[config.mk]
export PLATFORM = sky130hd
export DESIGN_NAME = ifrc_frame_fsm
export DESIGN_NICKNAME = d
export VERILOG_FILES = /design/src/hdl/ifrc_pkg.sv /design/src/hdl/ifrc_frame_fsm.sv
export SDC_FILE = /design/constraint.sdc
export NUM_CORES = 1
export LEC_CHECK = 0
export BUFFER_PORTS_ARGS = -buffer_cell sky130_fd_sc_hd__clkbuf_2
export CAP_MARGIN = 20
export CORE_UTILIZATION = 50
export CTS_BUF_LIST = sky130_fd_sc_hd__clkbuf_8
export DETAILED_ROUTE_END_ITERATION = 8
export GPL_ROUTABILITY_DRIVEN = 0
export PLACE_DENSITY = 0.79
export SLEW_MARGIN = 20
export SYNTH_ARGS = -nofsm -noshare
export SYNTH_HDL_FRONTEND = slang
export SYNTH_SLANG_ARGS = --single-unit
[constraint.sdc]
create_clock -name clk -period 4 [get_ports clk]
set_input_delay 0.2 -clock clk [delete_from_list [all_inputs] [get_ports clk]]
set_output_delay 0.2 -clock clk [all_outputs]
set_load 0.01 [all_outputs]
[src/hdl/ifrc_pkg.sv]
`timescale 1ns / 1ps
// ----------------------------------------------------------------------------
// ifrc_pkg
// Shared constants and types of the information frame receiver and checker.
// ----------------------------------------------------------------------------
package ifrc_pkg;

  localparam logic [7:0] FLAG_BYTE     = 8'h7E;
  localparam logic [7:0] ESC_BYTE      = 8'h7D;
  localparam logic [7:0] ESC_FLAG      = 8'h5E;
  localparam logic [7:0] ESC_ESC       = 8'h5D;
  localparam logic [7:0] ADDRESS_RESET = 8'h03;
  localparam logic [7:0] CTRL_RR       = 8'h05;
  localparam logic [7:0] CTRL_REJ      = 8'h01;
  localparam logic [7:0] CTRL_INFO0    = 8'h00;
  localparam logic [7:0] CTRL_INFO1    = 8'h40;

  localparam int PADDR_W = 2;
  localparam logic [PADDR_W-1:0] REG_ADDRESS_BYTE = 2'd0;

  localparam logic [2:0] PH_WAIT = 3'd0;
  localparam logic [2:0] PH_ADDR = 3'd1;
  localparam logic [2:0] PH_CTRL = 3'd2;
  localparam logic [2:0] PH_HCHK = 3'd3;
  localparam logic [2:0] PH_DATA = 3'd4;

  localparam logic KIND_PAYLOAD = 1'b0;
  localparam logic KIND_STATUS  = 1'b1;

  typedef struct packed {
    logic       valid;
    logic       kind;
    logic [7:0] payload_byte;
    logic       frame_good;
    logic [7:0] reply_control;
    logic       frame_sequence;
  } result_t;

endpackage

[src/hdl/ifrc_frame_fsm.sv]
`timescale 1ns / 1ps
// ----------------------------------------------------------------------------
// ifrc_frame_fsm
// Frame recognizer: header match, payload unstuffing, one-byte holdback,
// running XOR and end-of-frame verdict. Advances one line byte per step.
// ----------------------------------------------------------------------------
module ifrc_frame_fsm (
  input  logic              clk,
  input  logic              rst,
  input  logic              step,
  input  logic [7:0]        rx_byte,
  input  logic [7:0]        address_byte,
  output ifrc_pkg::result_t result
);

  logic [2:0] phase, phase_next;
  logic       sequence_bit, sequence_bit_next;
  logic       escape_pending, escape_pending_next;
  logic       held_valid, held_valid_next;
  logic [7:0] held_byte, held_byte_next;
  logic [7:0] running_xor, running_xor_next;
  logic       frame_error, frame_error_next;

  logic       take_en;
  logic [7:0] take_byte;
  logic [7:0] ctrl_byte;
  logic       good;
  logic       nseq;

  always_comb begin
    phase_next          = phase;
    sequence_bit_next   = sequence_bit;
    escape_pending_next = escape_pending;
    held_valid_next     = held_valid;
    held_byte_next      = held_byte;
    running_xor_next    = running_xor;
    frame_error_next    = frame_error;
    take_en             = 1'b0;
    take_byte           = rx_byte;
    result              = '0;
    ctrl_byte           = sequence_bit ? ifrc_pkg::CTRL_INFO1 : ifrc_pkg::CTRL_INFO0;
    good                = held_valid && !frame_error && !escape_pending &&
                          (held_byte == running_xor);
    nseq                = ~sequence_bit;

    case (phase)
      ifrc_pkg::PH_ADDR: begin
        if (rx_byte == address_byte) begin
          phase_next = ifrc_pkg::PH_CTRL;
        end else if (rx_byte == ifrc_pkg::FLAG_BYTE) begin
          phase_next = ifrc_pkg::PH_ADDR;
        end else begin
          phase_next = ifrc_pkg::PH_WAIT;
        end
      end
      ifrc_pkg::PH_CTRL: begin
        if (rx_byte == ifrc_pkg::CTRL_INFO1) begin
          sequence_bit_next = 1'b1;
          phase_next        = ifrc_pkg::PH_HCHK;
        end else if (rx_byte == ifrc_pkg::CTRL_INFO0) begin
          sequence_bit_next = 1'b0;
          phase_next        = ifrc_pkg::PH_HCHK;
        end else if (rx_byte == ifrc_pkg::FLAG_BYTE) begin
          phase_next = ifrc_pkg::PH_ADDR;
        end else begin
          phase_next = ifrc_pkg::PH_WAIT;
        end
      end
      ifrc_pkg::PH_HCHK: begin
        if (rx_byte == (address_byte ^ ctrl_byte)) begin
          escape_pending_next = 1'b0;
          held_valid_next     = 1'b0;
          held_byte_next      = 8'h00;
          running_xor_next    = 8'h00;
          frame_error_next    = 1'b0;
          phase_next          = ifrc_pkg::PH_DATA;
        end else begin
          phase_next = ifrc_pkg::PH_WAIT;
        end
      end
      ifrc_pkg::PH_DATA: begin
        if (rx_byte == ifrc_pkg::FLAG_BYTE) begin
          result.valid          = 1'b1;
          result.kind           = ifrc_pkg::KIND_STATUS;
          result.frame_good     = good;
          result.reply_control  = (good ? ifrc_pkg::CTRL_RR : ifrc_pkg::CTRL_REJ) |
                                  {nseq, 7'd0};
          result.frame_sequence = sequence_bit;
          escape_pending_next   = 1'b0;
          held_valid_next       = 1'b0;
          held_byte_next        = 8'h00;
          running_xor_next      = 8'h00;
          frame_error_next      = 1'b0;
          phase_next            = ifrc_pkg::PH_WAIT;
        end else if (escape_pending) begin
          escape_pending_next = 1'b0;
          if (rx_byte == ifrc_pkg::ESC_FLAG) begin
            take_en   = 1'b1;
            take_byte = ifrc_pkg::FLAG_BYTE;
          end else if (rx_byte == ifrc_pkg::ESC_ESC) begin
            take_en   = 1'b1;
            take_byte = ifrc_pkg::ESC_BYTE;
          end else begin
            frame_error_next = 1'b1;
          end
        end else if (rx_byte == ifrc_pkg::ESC_BYTE) begin
          escape_pending_next = 1'b1;
        end else begin
          take_en = 1'b1;
        end
      end
      default: begin
        phase_next = (rx_byte == ifrc_pkg::FLAG_BYTE) ? ifrc_pkg::PH_ADDR
                                                       : ifrc_pkg::PH_WAIT;
      end
    endcase

    // emit the held byte, fold it in, hold the new one
    if (take_en) begin
      if (held_valid) begin
        result.valid          = 1'b1;
        result.kind           = ifrc_pkg::KIND_PAYLOAD;
        result.payload_byte   = held_byte;
        result.frame_sequence = sequence_bit;
        running_xor_next      = running_xor ^ held_byte;
      end
      held_byte_next  = take_byte;
      held_valid_next = 1'b1;
    end
  end

  always_ff @(posedge clk) begin
    if (rst) begin
      phase          <= ifrc_pkg::PH_WAIT;
      sequence_bit   <= 1'b0;
      escape_pending <= 1'b0;
      held_valid     <= 1'b0;
      held_byte      <= 8'h00;
      running_xor    <= 8'h00;
      frame_error    <= 1'b0;
    end else if (step) begin
      phase          <= phase_next;
      sequence_bit   <= sequence_bit_next;
      escape_pending <= escape_pending_next;
      held_valid     <= held_valid_next;
      held_byte      <= held_byte_next;
      running_xor    <= running_xor_next;
      frame_error    <= frame_error_next;
    end
  end

endmodule

-- Yosys cells after proc, flatten, opt, wreduce, memory -nomap -nowiden
Cells that the tools add are included.
- memories: 0
- output and inout bits: 20
- bits in latches: 0
- input port bits: 19
- memory bits (writable): 0
- ROM bits: 0
- word-level logic and storage cells: 96
- register bits after elaboration: 23
- $add $sub $neg: 0
- multipliers: 0
- mux-type cells: 52
- bitwise logic cells: 4
- reductions and logical operators: 14
- $lt $le $gt $ge: 0
- shift-type cells: 0
- eq/ne operators: 19
- div/mod/pow operators: 0
- operators by type and width (operator ; number):
    8-bit 2-to-1 mux ; 12
    8-bit by 7-bit equality test with 1-bit output (second input constant) ; 5
    10-bit 2-to-1 mux ; 4
    8-bit one-hot mux with 2 select lines ; 2
    8-bit equality test ; 3
    1-bit 2-to-1 mux ; 21
    3-bit inequality test (second input constant) ; 5
    3-bit one-hot mux with 4 select lines ; 1
    2-bit 2-to-1 mux ; 5
    3-bit 2-to-1 mux ; 3
    8-bit zero test ; 1
    3-bit by 8-bit OR with 8-bit output ; 1
    8-bit by 7-bit XOR with 8-bit output ; 1
    8-bit XOR ; 1
    7-bit 2-to-1 mux ; 1
    3-bit by 2-bit equality test with 1-bit output (second input constant) ; 2
    1-bit one-hot mux with 2 select lines ; 3
    3-bit AND reduction ; 2
    6-bit AND reduction ; 1
    2-bit inequality test (second input constant) ; 2
    4-bit AND reduction ; 1
    2-bit nonzero test ; 2
    3-bit by 1-bit equality test with 1-bit output (second input constant) ; 1
    3-bit equality test (second input constant) ; 1
    other kinds (5) ; 8

-- Longest topological paths before layout
Gate-level depths: netlist of the first run.
- depth after elaboration: 10
- depth in mapped cells: 6
- mapped depth without buffers: 5

-- Worst setup path after synthesis of the first run
Ideal clock, no wire load.
- path kind: reg-to-output
- start: reg phase[2]
- end: out result[9] (netlist name)
- stages on the path, launching flop included: 6
- required time: 3800 ps
- arrival time: 1653 ps
- buffers on the path: 2
- setup slack: 2147 ps
- cells stage by stage: dfxtp_1 or3b_1 buf_4 nor3_1 and3_1 buf_4
- RTL lines (element ; RTL line ; source):
    from (decl) ; ifrc_frame_fsm.sv:16 ; logic [2:0] phase, phase_next;
    from (signal assigned) ; ifrc_frame_fsm.sv:134 ; phase <= ifrc_pkg::PH_WAIT;
    from (signal assigned) ; ifrc_frame_fsm.sv:142 ; phase <= phase_next;
    to (decl) ; ifrc_frame_fsm.sv:13 ; output ifrc_pkg::result_t result

-- Final worst setup path of the first run
- start: reg phase[2]
- end: reg held_byte[7]
- longest elaborated chain between the ends: 4
- elaborated cells between the ends (all ways): 10
- classes of those cells: 4 x eq/ne; 4 x mux; 2 x reduce/logical
- ends and longest elaborated chain (element ; RTL line ; source):
    3-bit equality test ; ifrc_frame_fsm.sv:46 ; case (phase)
    1-bit 2-to-1 mux ; ifrc_frame_fsm.sv:46 ;
    3-bit inequality test (no line) / 3-bit nonzero test (equally long branches) ; -- ;
    4-bit AND reduction (no line) ; -- ;
    to (signal assigned) ; ifrc_frame_fsm.sv:146 ; held_byte <= held_byte_next;
    to (decl) ; ifrc_frame_fsm.sv:20 ; logic [7:0] held_byte, held_byte_next;
Several ways; a longest one is shown, not always the timed one.
A chain may end at the register's enable or synchronous reset.

==> metrics.log, run 1 <==
INFO  metric dr_total_vias = 1513
INFO  metric number_of_levels_the_h_tree_was_split_into = 1
INFO  metric post_layout_nonfiller_instances = between 200 and 300
INFO  metric detailedPlace.worstSlack = between 1.5 and 2 ns
INFO  metric timing.critical_path.to_type = flip-flop
INFO  metric route.met2.wl = between 1500 and 2000 um
INFO  metric finalCoreUtilization = between 50% and 60%
INFO  metric timing.critical_path.from_type = flip-flop
INFO  metric worstSkewPairLatency = 0.27 ns
INFO  metric cts_tree = built
INFO  metric drt-met1-wl = roughly 1900 um
INFO  metric place_area = between 1500 and 2000 um^2
INFO  metric avgViaCountPerCell = around 5.7
INFO  metric maximum_number_of_pins_on_one_net_before_global_route_repair = 20
INFO  metric areaGrowthSynthToFinish = 10.68%
INFO  metric timing.critical_path.arrival = 2.48 ns
INFO  metric grt_usage = approximately a quarter
INFO  metric status = finished, final reports clean
INFO  metric fmax = roughly 0.43 GHz
INFO  metric synth_async_sr_flop_share = 0%
INFO  metric edff_count_synth = 0
INFO  metric dp_hpwl = approximately 2900 um
INFO  metric rows = 20
INFO  metric finalSetupViolCount = 0
INFO  metric synth-warning-count = 0
INFO  metric hold_class = input port to flip-flop
INFO  metric max_cap_violations = 0
INFO  metric fin_setup_tns = 0 ns
INFO  metric ys_flop_type = dfxtp_1
INFO  metric antenna_found_initial = 0
INFO  metric first_global_vias = 1348
INFO  metric grt_remaining_overflow = 0
INFO  metric mappedNetlistArea = ~1700 um^2
INFO  metric final.fill_count = about 310
INFO  metric postRouteWirelength = approximately 3900 um
INFO  metric hold_path_depth = 2
INFO  metric synth_cell_type_count = 51
INFO  metric worstPathRequired = approximately 4.2 ns
INFO  metric min_to = held_byte[3]$_SDFFE_PP0P_
INFO  metric finalWorstSetupSlack = 1.688 ns
INFO  metric fin_crit = around 2.3 ns
INFO  metric drc = 0
INFO  metric timing.reg2reg.worst_path_depth = 5
INFO  metric leakage = around 0.77 nW
INFO  metric rr_startpoint = phase[2]$_SDFFE_PP0P_
INFO  metric critical_path_start_end_classification = flip-flop to flip-flop
INFO  metric clock_path_buffers = 2
INFO  metric cts_hold_repair.buffers = 0
INFO  metric finalNetCount = between 200 and 250
INFO  metric syn-instance-count = 196
INFO  metric final_worst_path_cycle_share = between 50% and 60%
INFO  metric die_h = around 60 um
INFO  metric initialDrtViolationCount = 100
INFO  metric yosys_register_bits = 23
INFO  metric number_of_setup_buffers_added_after_cts = 0
INFO  metric power_density_over_cell_area = about 230 nW/um^2
INFO  metric maxSlewViolCount = 0
INFO  metric cts_root_buf = clkbuf_8
INFO  metric cts.reportedPaths.clkPinSlew = 0.09 ns
INFO  metric final-hold-violation-count = 0
INFO  metric synth.avg_cell_area = ~8.6 um^2
INFO  metric die_w = about 60 um
INFO  metric clock_sinks = 23
INFO  metric start_util = 53.92%
INFO  metric highest_signal_layer_in_the_routed_design = met4
INFO  metric placed_cells_incl_taps = ~260
INFO  metric io-pin-count = 39
INFO  metric core = about 3100 um^2
INFO  metric ir_drop = 0.0001322 V
INFO  metric post-route-cell-area = between 1500 and 2000 um^2
INFO  metric post_drt_wl_per_cell = approximately 15 um
INFO  metric wl_met3 = 175 um
INFO  metric worst_setup_slack_for_register_to_register_paths = 1.69 ns
INFO  metric synth.yosys.seq_area_share = about 27%
INFO  metric path_max_fanout = 11
INFO  metric number_of_nets_with_antenna_violations_after_detailed_routing = 0
INFO  metric insertedDiodeCount = 0
INFO  metric worst_slew_margin_rel = between 30% and 40%
INFO  metric gates_resized_cts_repair = 0
INFO  metric numCtsBuffers = 3
INFO  metric clock_skew = ~0.0045 ns
INFO  metric worst_pin_slew = roughly 1.0 ns
INFO  metric timing.rr.end = held_byte[7]$_SDFFE_PP0P_
INFO  metric io_buffers = 33
INFO  metric drive_gt1_share = a little under a quarter
INFO  metric rsz0062_at_grt = false
INFO  metric firstDrtPassIters = 4
INFO  metric timing.hold.worst.start = rx_byte[3]
INFO  metric first_pass_grt_wire_length = roughly 6500 um
INFO  metric floorplan.die_area = 3610 um^2
-- critical path: stages (launching register included) --
cell and delay [ns]:
dfxtp_1 0.41, nor3b_1 0.85, nand2_1 0.26, a221oi_2 0.31, nor3_4 0.12, a22o_1 0.25
-- cell usage after synthesis, types with 2 or more instances --
master / n / area, um^2
nand2b_1: 11 / 68.82
xor2_1: 5 / 43.79
inv_1: 4 / 15.01
nand4_1: 3 / 18.77
and2b_1: 2 / 15.01
nor3_1: 8 / 40.04
a211oi_1: 2 / 15.01
o41ai_2: 2 / 32.53
nand2_1: 18 / 67.56
and3_1: 11 / 68.82
nor2_1: 4 / 15.01
clkbuf_1: 6 / 22.52
mux2i_1: 11 / 110.1
nor3_2: 2 / 20.02
nor4_1: 6 / 37.54
a22oi_1: 8 / 60.06
a22o_1: 8 / 70.07
o21ai_1: 4 / 20.02
buf_4: 9 / 67.56
a21o_1: 2 / 15.01
a21oi_1: 3 / 15.01
o21ai_0: 6 / 30.03
xnor2_1: 11 / 96.34
dfxtp_1: 23 / 460.4
-- metal layers --
layer / vias up / track usage (%)
li1: 760 / -
met1: 698 / 32.63
met2: 49 / 37.94
met3: 6 / 3.896
met4: 0 / 7.309
met5: - / 0
-- sequential cells by signal, summed over array words and instances (netlist names) --
register        cells
frame_error         1
escape_pending      1
held_byte           8
sequence_bit        1
running_xor         8
phase               3
held_valid          1
-- kinds of logic (layout without fill, tap and decap cells) --
group           count (synthesis)  count (layout)  share of synthesized area (%)
compound gates                 45              45                          20.62
xor+xnor                       18              18                          10.61
buf+inv                        20              41                          6.898
flops                          23              23                          27.30
mux                            12              12                          7.418
other cells                     1               5                         0.2223
simple gates                   77              77                          26.93
-- final cells by class --
type                            instances  area [um^2]  share of cell area [%]
Sequential cell                        23        460.4                   24.66
Clock buffer                            3        41.29                   2.212
Tap cell                               44        55.05                   2.949
Clock inverter                          1        5.005                  0.2681
Multi-Input combinational cell        157         1125                   60.25
Inverter                                4        15.01                  0.8043
Timing Repair Buffer                   33        165.2                   8.847
-- metrics by stage --
stage               power [mW]  hold slack [ns]
CTS                     0.4356           0.2299
detailed placement      0.2902           0.4721
floorplan               0.2766           0.3257
finish                  0.4366           0.2307
global placement        0.2894           0.4700
global route            0.4516           0.2316
-- worst max path at each step --
stage | from | endpoint | slack (ns) | depth (start not counted)
3_5_place_dp | phase[2]$_SDFFE_PP0P_ | held_byte[0]$_SDFFE_PP0P_ | 1.77 | 5
3_3_place_gp | phase[2]$_SDFFE_PP0P_ | held_byte[5]$_SDFFE_PP0P_ | 1.82 | 5
2_1_floorplan | phase[2]$_SDFFE_PP0P_ | result[9] | 2.15 | 5
4_1_cts | phase[2]$_SDFFE_PP0P_ | held_byte[7]$_SDFFE_PP0P_ | 1.74 | 5
5_1_grt | phase[2]$_SDFFE_PP0P_ | held_byte[0]$_SDFFE_PP0P_ | 1.53 | 5
6_report | phase[2]$_SDFFE_PP0P_ | held_byte[7]$_SDFFE_PP0P_ | 1.69 | 5
-- cells in the final DEF, fill, tap and decap left out, types with 4 or more instances in the layout --
| cell type | Yosys | layout |
|---|---|---|
| dfxtp_1 | 23 | 23 |
| nor4_1 | 6 | 6 |
| inv_1 | 4 | 4 |
| mux2i_1 | 11 | 11 |
| nand2_1 | 18 | 18 |
| a22o_1 | 8 | 8 |
| nand2b_1 | 11 | 11 |
| xor2_1 | 5 | 5 |
| conb_1 | 1 | 5 |
| a22oi_1 | 8 | 8 |
| and3_1 | 11 | 11 |
| xnor2_1 | 11 | 11 |
| nor3_1 | 8 | 8 |
| nor2_1 | 4 | 4 |
| o21ai_0 | 6 | 6 |
| clkbuf_2 | 0 | 33 |
| o21ai_1 | 4 | 4 |
-- power by group --
group,internal [mW],switching [mW],leakage [nW]
Sequential,0.229,0.000587,0.185
Combinational,0.0212,0.0342,0.561
Clock,0.0698,0.0816,0.0255
Total,0.320,0.116,0.772
No activity file was read; power rests on OpenSTA's default activity.
==> inputs of run 2 (changes only) <==
Settings changed: ABC_AREA from default to 1, PLACE_DENSITY 0.79 to 0.81.
Clock period 4 ns to 2.1 ns, I/O delays scaled along.
==> metrics.log, run 2 <==
INFO  metric status = finished, final reports clean
INFO  metric ir_drop = 0.0003300 V
INFO  metric final-hold-violation-count = 0
INFO  metric cts_tree = built
INFO  metric timing.critical_path.from_type = flip-flop
INFO  metric synth_area_leaders = dfxtp_1 (26%), nand2_1 (11%), inv_1 (7.7%)
INFO  metric numCtsBuffers = 3
INFO  metric core = ~3400 um^2
INFO  metric gates_resized_cts_repair = 0
INFO  metric timing.reg2reg.worst_path_depth = 7
INFO  metric synth_cell_type_count = 30
INFO  metric timing.critical_path.arrival = about 1.8 ns
INFO  metric number_of_nets_with_antenna_violations_after_detailed_routing = 0
INFO  metric leakage = 0.9202 nW
INFO  metric finalSetupViolCount = 0
INFO  metric io_buffers = 33
INFO  metric endpoint = result[3]
INFO  metric fmax = around 0.52 GHz
INFO  metric number_of_levels_the_h_tree_was_split_into = 1
INFO  metric timing.rr.end = held_byte[6]$_SDFFE_PP0P_
INFO  metric cts_hold_repair.buffers = 0
INFO  metric crit_start = phase[0]$_SDFFE_PP0P_
INFO  metric antenna_found_initial = 0
INFO  metric rows = 21
INFO  metric maximum_number_of_pins_on_one_net_before_global_route_repair = 25
INFO  metric ys_flop_type = dfxtp_1
INFO  metric synth_async_sr_flop_share = 0%
INFO  metric synth.yosys.seq_area_share = between 20 and 30%
INFO  metric dr_total_vias = around 1800
INFO  metric start_util = 53.05%
INFO  metric maxSlewViolCount = 0
INFO  metric firstDrtPassIters = 4
INFO  metric synth-warning-count = 0
INFO  metric die_h = around 62 um
INFO  metric finalHoldWorstSlack = between 0.2 and 0.25 ns
INFO  metric worstPathRequired = ~2.0 ns
INFO  metric yosys_register_bits = 23
INFO  metric clock_path_buffers = 2
INFO  metric cts.reportedPaths.clkPinSlew = ~0.09 ns
INFO  metric drc = 0
INFO  metric rsz0062_at_grt = false
INFO  metric areaGrowthSynthToFinish = 10.65%
INFO  metric insertedDiodeCount = 0
INFO  metric initialDrtViolationCount = between 80 and 90
INFO  metric syn-instance-count = 279
INFO  metric dp_hpwl = ~3100 um
INFO  metric first_global_vias = between 1000 and 1500
INFO  metric worst_setup_slack_for_register_to_register_paths = 0.49 ns
INFO  metric netlist.area_leader.share = 25.61%
INFO  metric io-pin-count = 39
INFO  metric synth.avg_cell_area = approximately 6.4 um^2
INFO  metric drive_gt1_share = between 20% and 30%
INFO  metric layout_common_cells = nand2_1 (55), inv_1 (37), clkbuf_2 (33), nor2_1 (31), a21oi_1 (26)
INFO  metric number_of_setup_buffers_added_after_cts = 0
INFO  metric fin_setup_tns = 0 ns
INFO  metric worstSkewPairLatency = roughly 0.27 ns
INFO  metric clock_sinks = 23
INFO  metric postRouteWirelength = ~4000 um
INFO  metric avgViaCountPerCell = 5.088
INFO  metric final_worst_path_cycle_share = 91.47%
INFO  metric max_cap_violations = 0
INFO  metric critical_path_start_end_classification = flip-flop to primary output
INFO  metric synth_top_area_cell = dfxtp_1
INFO  metric post_drt_wl_per_cell = around 11 um
INFO  metric finalNetCount = approximately 330
INFO  metric timing.critical_path.to_type = primary output
INFO  metric hold_class = input port to flip-flop
INFO  metric floorplan.die_area = 3840 um^2
INFO  metric grt_remaining_overflow = 0
INFO  metric power_density_over_cell_area = 464.0 nW/um^2
INFO  metric path_max_fanout = 12
INFO  metric fin_crit = between 1.5 and 2 ns
INFO  metric final_common_cell = nand2_1
INFO  metric die_w = between 60 and 70 um
INFO  metric top_regs = held_byte: 8 flops, running_xor: 8 flops, phase: 3 flops
INFO  metric synthMostInstantiatedCell = nand2_1
INFO  metric edff_count_synth = 0
INFO  metric first_pass_grt_wire_length = 6548 um
INFO  metric rr_startpoint = phase[0]$_SDFFE_PP0P_
INFO  metric grt_usage = between 20% and 30%
INFO  metric mappedNetlistArea = roughly 1800 um^2
INFO  metric clock_skew = approximately 0.0048 ns
INFO  metric synth_common_cells = nand2_1 (55), inv_1 (37), nor2_1 (31)
INFO  metric cts_root_buf = clkbuf_8
## run 2: cell families (layout without fill, tap and decap cells)
group | after synthesis | in the layout | synth area share [%]
AO/OA/AOI/OAI | 50 | 50 | 14.89
flip-flops | 23 | 23 | 25.61
other | 1 | 5 | 0.2086
AND/OR/NAND/NOR | 136 | 136 | 39.11
buffers and inverters | 57 | 80 | 14.34
XOR/XNOR | 12 | 12 | 5.846
## run 2: stage by stage
stage	setup WS, ns	instances	utilization, %	cell area, um^2	total power, mW
6_report	0.1792	352	58.69	1989	0.9231
5_1_grt	0.02617	352	58.69	1989	0.9670
4_1_cts	0.1781	352	58.69	1989	0.9244
3_5_place_dp	0.4810	348	57.33	1943	0.6497
3_3_place_gp	0.5436	348	57.33	1943	0.6444
2_1_floorplan	0.2935	283	-	1813	0.6097
## run 2: report_power, final
group          switching (mW)  internal, mW
Clock                   0.150         0.133
Sequential             0.0131         0.449
Combinational           0.116        0.0617
Total                   0.280         0.643
## run 2: how the worst min path moves through the flow
| stage | from | slack [ns] | cells after the start | to |
|---|---|---|---|---|
| 2_1_floorplan | rst | 0.17 | 1 | phase[0]$_SDFFE_PP0P_ |
| 3_3_place_gp | rx_byte[6] | 0.49 | 3 | sequence_bit$_SDFFE_PP0P_ |
| 3_5_place_dp | rst | 0.50 | 2 | held_byte[7]$_SDFFE_PP0P_ |
| 4_1_cts | rst | 0.21 | 2 | held_byte[1]$_SDFFE_PP0P_ |
| 5_1_grt | rst | 0.23 | 2 | escape_pending$_SDFFE_PP0P_ |
| 6_report | rst | 0.22 | 2 | held_byte[1]$_SDFFE_PP0P_ |
## run 2: worst max-delay path, cell delays in order (launching register included)
cell      delay [ns]
dfxtp_1         0.37
nor3_4          0.29
inv_2           0.12
nor2_2          0.17
inv_2           0.13
nor4_2          0.29
clkbuf_2        0.18
## run 2: area by class of cell
type	instances	area, um^2
Clock buffer	3	41.29
Clock inverter	1	5.005
Fill cell	315	1400
Inverter	42	157.7
Multi-Input combinational cell	203	1095
Sequential cell	23	460.4
Tap cell	46	57.56
Timing Repair Buffer	34	172.7
## run 2: metal layers
layer  vias up  track usage (%)  wire, um
met5         -                0         0
met2        46            36.32      1948
li1        938                -         -
met3         4            5.383       181
met1       803            31.90      1800
met4         0            6.349        44
==> inputs of run 3 (changes only) <==
Settings changed: PLACE_DENSITY 0.81 to 0.78.
Clock period 2.1 ns to 2.37 ns, I/O delays scaled along.
==> metrics.log, run 3 (same netlist as run 2, synthesis figures left out) <==
INFO  metric status = finished, final reports clean
INFO  metric first_global_vias = about 1400
INFO  metric power.share.clock = 30.5%
INFO  metric firstDrtPassIters = 5
INFO  metric number_of_levels_the_h_tree_was_split_into = 1
INFO  metric postRouteWirelength = 3944 um
INFO  metric rsz0062_at_grt = false
INFO  metric final_common_cell = nand2_1
INFO  metric worst_setup_slack_for_register_to_register_paths = between 0.7 and 0.8 ns
INFO  metric timing.critical_path.from_type = flip-flop
INFO  metric timing.reg2reg.worst_path_depth = 8
INFO  metric fmax = approximately 0.51 GHz
INFO  metric die_h = 61.97 um
INFO  metric cts.reportedPaths.clkPinSlew = 0.09 ns
INFO  metric drive_gt1_share = between 20% and 30%
INFO  metric gates_resized_cts_repair = 0
INFO  metric worstSkewPairLatency = approximately 0.27 ns
INFO  metric power_report.internal_total = ~570 uW
INFO  metric avgViaCountPerCell = 5.068
INFO  metric cts_tree = built
INFO  metric placed_cells_incl_taps = approximately 350
INFO  metric hold_path_depth = 4
INFO  metric post-route-cell-area = approximately 2000 um^2
INFO  metric first_pass_grt_wire_length = approximately 6400 um
INFO  metric worstPathRequired = about 2.3 ns
INFO  metric place_area = 1943 um^2
INFO  metric sequential_group_share_of_total_power = 50.1%
INFO  metric post_drt_wl_per_cell = 11.20 um
INFO  metric timing.critical_path.arrival = 1.85 ns
INFO  metric leakage = ~0.92 nW
INFO  metric sw_frac_of_total = between 30% and 40%
INFO  metric post_layout_nonfiller_instances = around 350
INFO  metric crit_start = phase[2]$_SDFFE_PP0P_
INFO  metric final_worst_path_cycle_share = between 80 and 90%
INFO  metric cts_hold_repair.buffers = 0
INFO  metric antenna_found_initial = 0
INFO  metric power.combinational.fraction = between 15 and 20%
INFO  metric dp_hpwl = 3018 um
INFO  metric rr_startpoint = phase[2]$_SDFFE_PP0P_
INFO  metric numCtsBuffers = 3
INFO  metric dr_total_vias = about 1800
INFO  metric post-layout-total-power = 816.6 uW
INFO  metric netsw = 248.0 uW
INFO  metric layout_common_cells = nand2_1 (55), inv_1 (38), clkbuf_2 (33), nor2_1 (31), a21oi_1 (26)
INFO  metric final-hold-violation-count = 0
INFO  metric timing.critical_path.to_type = primary output
INFO  metric areaGrowthSynthToFinish = 10.58%
INFO  metric core = between 3000 and 4000 um^2
INFO  metric path_max_fanout = 12
INFO  metric cts_root_buf = clkbuf_8
INFO  metric io_buffers = 33
INFO  metric timing.rr.end = held_byte[2]$_SDFFE_PP0P_
INFO  metric initialDrtViolationCount = 77
INFO  metric maximum_number_of_pins_on_one_net_before_global_route_repair = 25
INFO  metric clock_skew = just under 0.005 ns
INFO  metric critical_path_start_end_classification = flip-flop to primary output
INFO  metric rows = 21
INFO  metric number_of_nets_with_antenna_violations_after_detailed_routing = 0
INFO  metric fin_crit = 1.971 ns
INFO  metric clock_sinks = 23
INFO  metric drc = 0
INFO  metric max_cap_violations = 0
INFO  metric io-pin-count = 39
INFO  metric top_regs = held_byte: 8 flops, running_xor: 8 flops, phase: 3 flops
INFO  metric start_util = a little over half
INFO  metric maxSlewViolCount = 0
INFO  metric floorplan.die_area = between 3000 and 4000 um^2
INFO  metric finalCoreUtilization = approximately 59%
INFO  metric finalSetupViolCount = 0
INFO  metric insertedDiodeCount = 0
INFO  metric grt_usage = approximately 23%
INFO  metric finalNetCount = between 300 and 400
INFO  metric number_of_setup_buffers_added_after_cts = 0
INFO  metric endpoint = result[9]
INFO  metric die_w = 61.97 um
INFO  metric hold_class = input port to flip-flop
INFO  metric ir_drop = 0.0002818 V
INFO  metric clock_path_buffers = 2
INFO  metric fin_setup_tns = 0 ns
INFO  metric power_density_over_cell_area = around 410 nW/um^2
INFO  metric grt_remaining_overflow = 0
[run 3: final cells by class]
cell class	count	area [um^2]
timing repair buffer	34	172.7
fill	344	1401
sequential	23	460.4
multi-input combinational	203	1095
clock inverter	1	3.754
clock buffer	3	41.29
inverter	42	157.7
tap	46	57.56
[run 3: layer usage]
metal	wire length (um)	part of all wire (%)	track usage [%]
met1	1879	48	30.82
met5	0	0	0
met2	1845	47	37.39
met4	46	1.2	5.714
met3	172	4.4	3.934
[run 3: how the worst min path moves through the flow]
stage	slack [ns]	from	end
after floorplan	0.19	rst	phase[0]$_SDFFE_PP0P_
after global placement	0.47	frame_error$_SDFFE_PP0P_	frame_error$_SDFFE_PP0P_
after detailed placement	0.48	frame_error$_SDFFE_PP0P_	frame_error$_SDFFE_PP0P_
after CTS	0.22	rx_byte[7]	sequence_bit$_SDFFE_PP0P_
after global routing	0.25	rst	held_byte[6]$_SDFFE_PP0P_
final	0.22	rx_byte[7]	sequence_bit$_SDFFE_PP0P_
[run 3: worst max-delay path, stage by stage, from the launching register on]
cell	delay, ns
dfxtp_1	0.36
inv_1	0.09
nor3_4	0.22
inv_2	0.11
nor2_2	0.19
inv_2	0.14
nor4_2	0.29
clkbuf_2	0.18
[run 3: power by group through the flow]
| stage | logic [mW] | clock network [mW] | registers (mW) |
|---|---|---|---|
| 6_report | 0.158 | 0.249 | 0.409 |
| 5_1_grt | 0.181 | 0.268 | 0.411 |
| 4_1_cts | 0.158 | 0.256 | 0.409 |
| 3_5_place_dp | 0.157 | 0 | 0.418 |
| 3_3_place_gp | 0.154 | 0 | 0.417 |
| 2_1_floorplan | 0.125 | 0 | 0.415 |
[run 3: stage by stage]
| stage | hold WS (ns) | setup slack (ns) |
|---|---|---|
| 6_report | 0.2247 | 0.3992 |
| 5_1_grt | 0.2515 | 0.2314 |
| 4_1_cts | 0.2232 | 0.3903 |
| 3_5_place_dp | 0.4788 | 0.6971 |
| 3_3_place_gp | 0.4736 | 0.7761 |
| 2_1_floorplan | 0.1876 | 0.5500 |
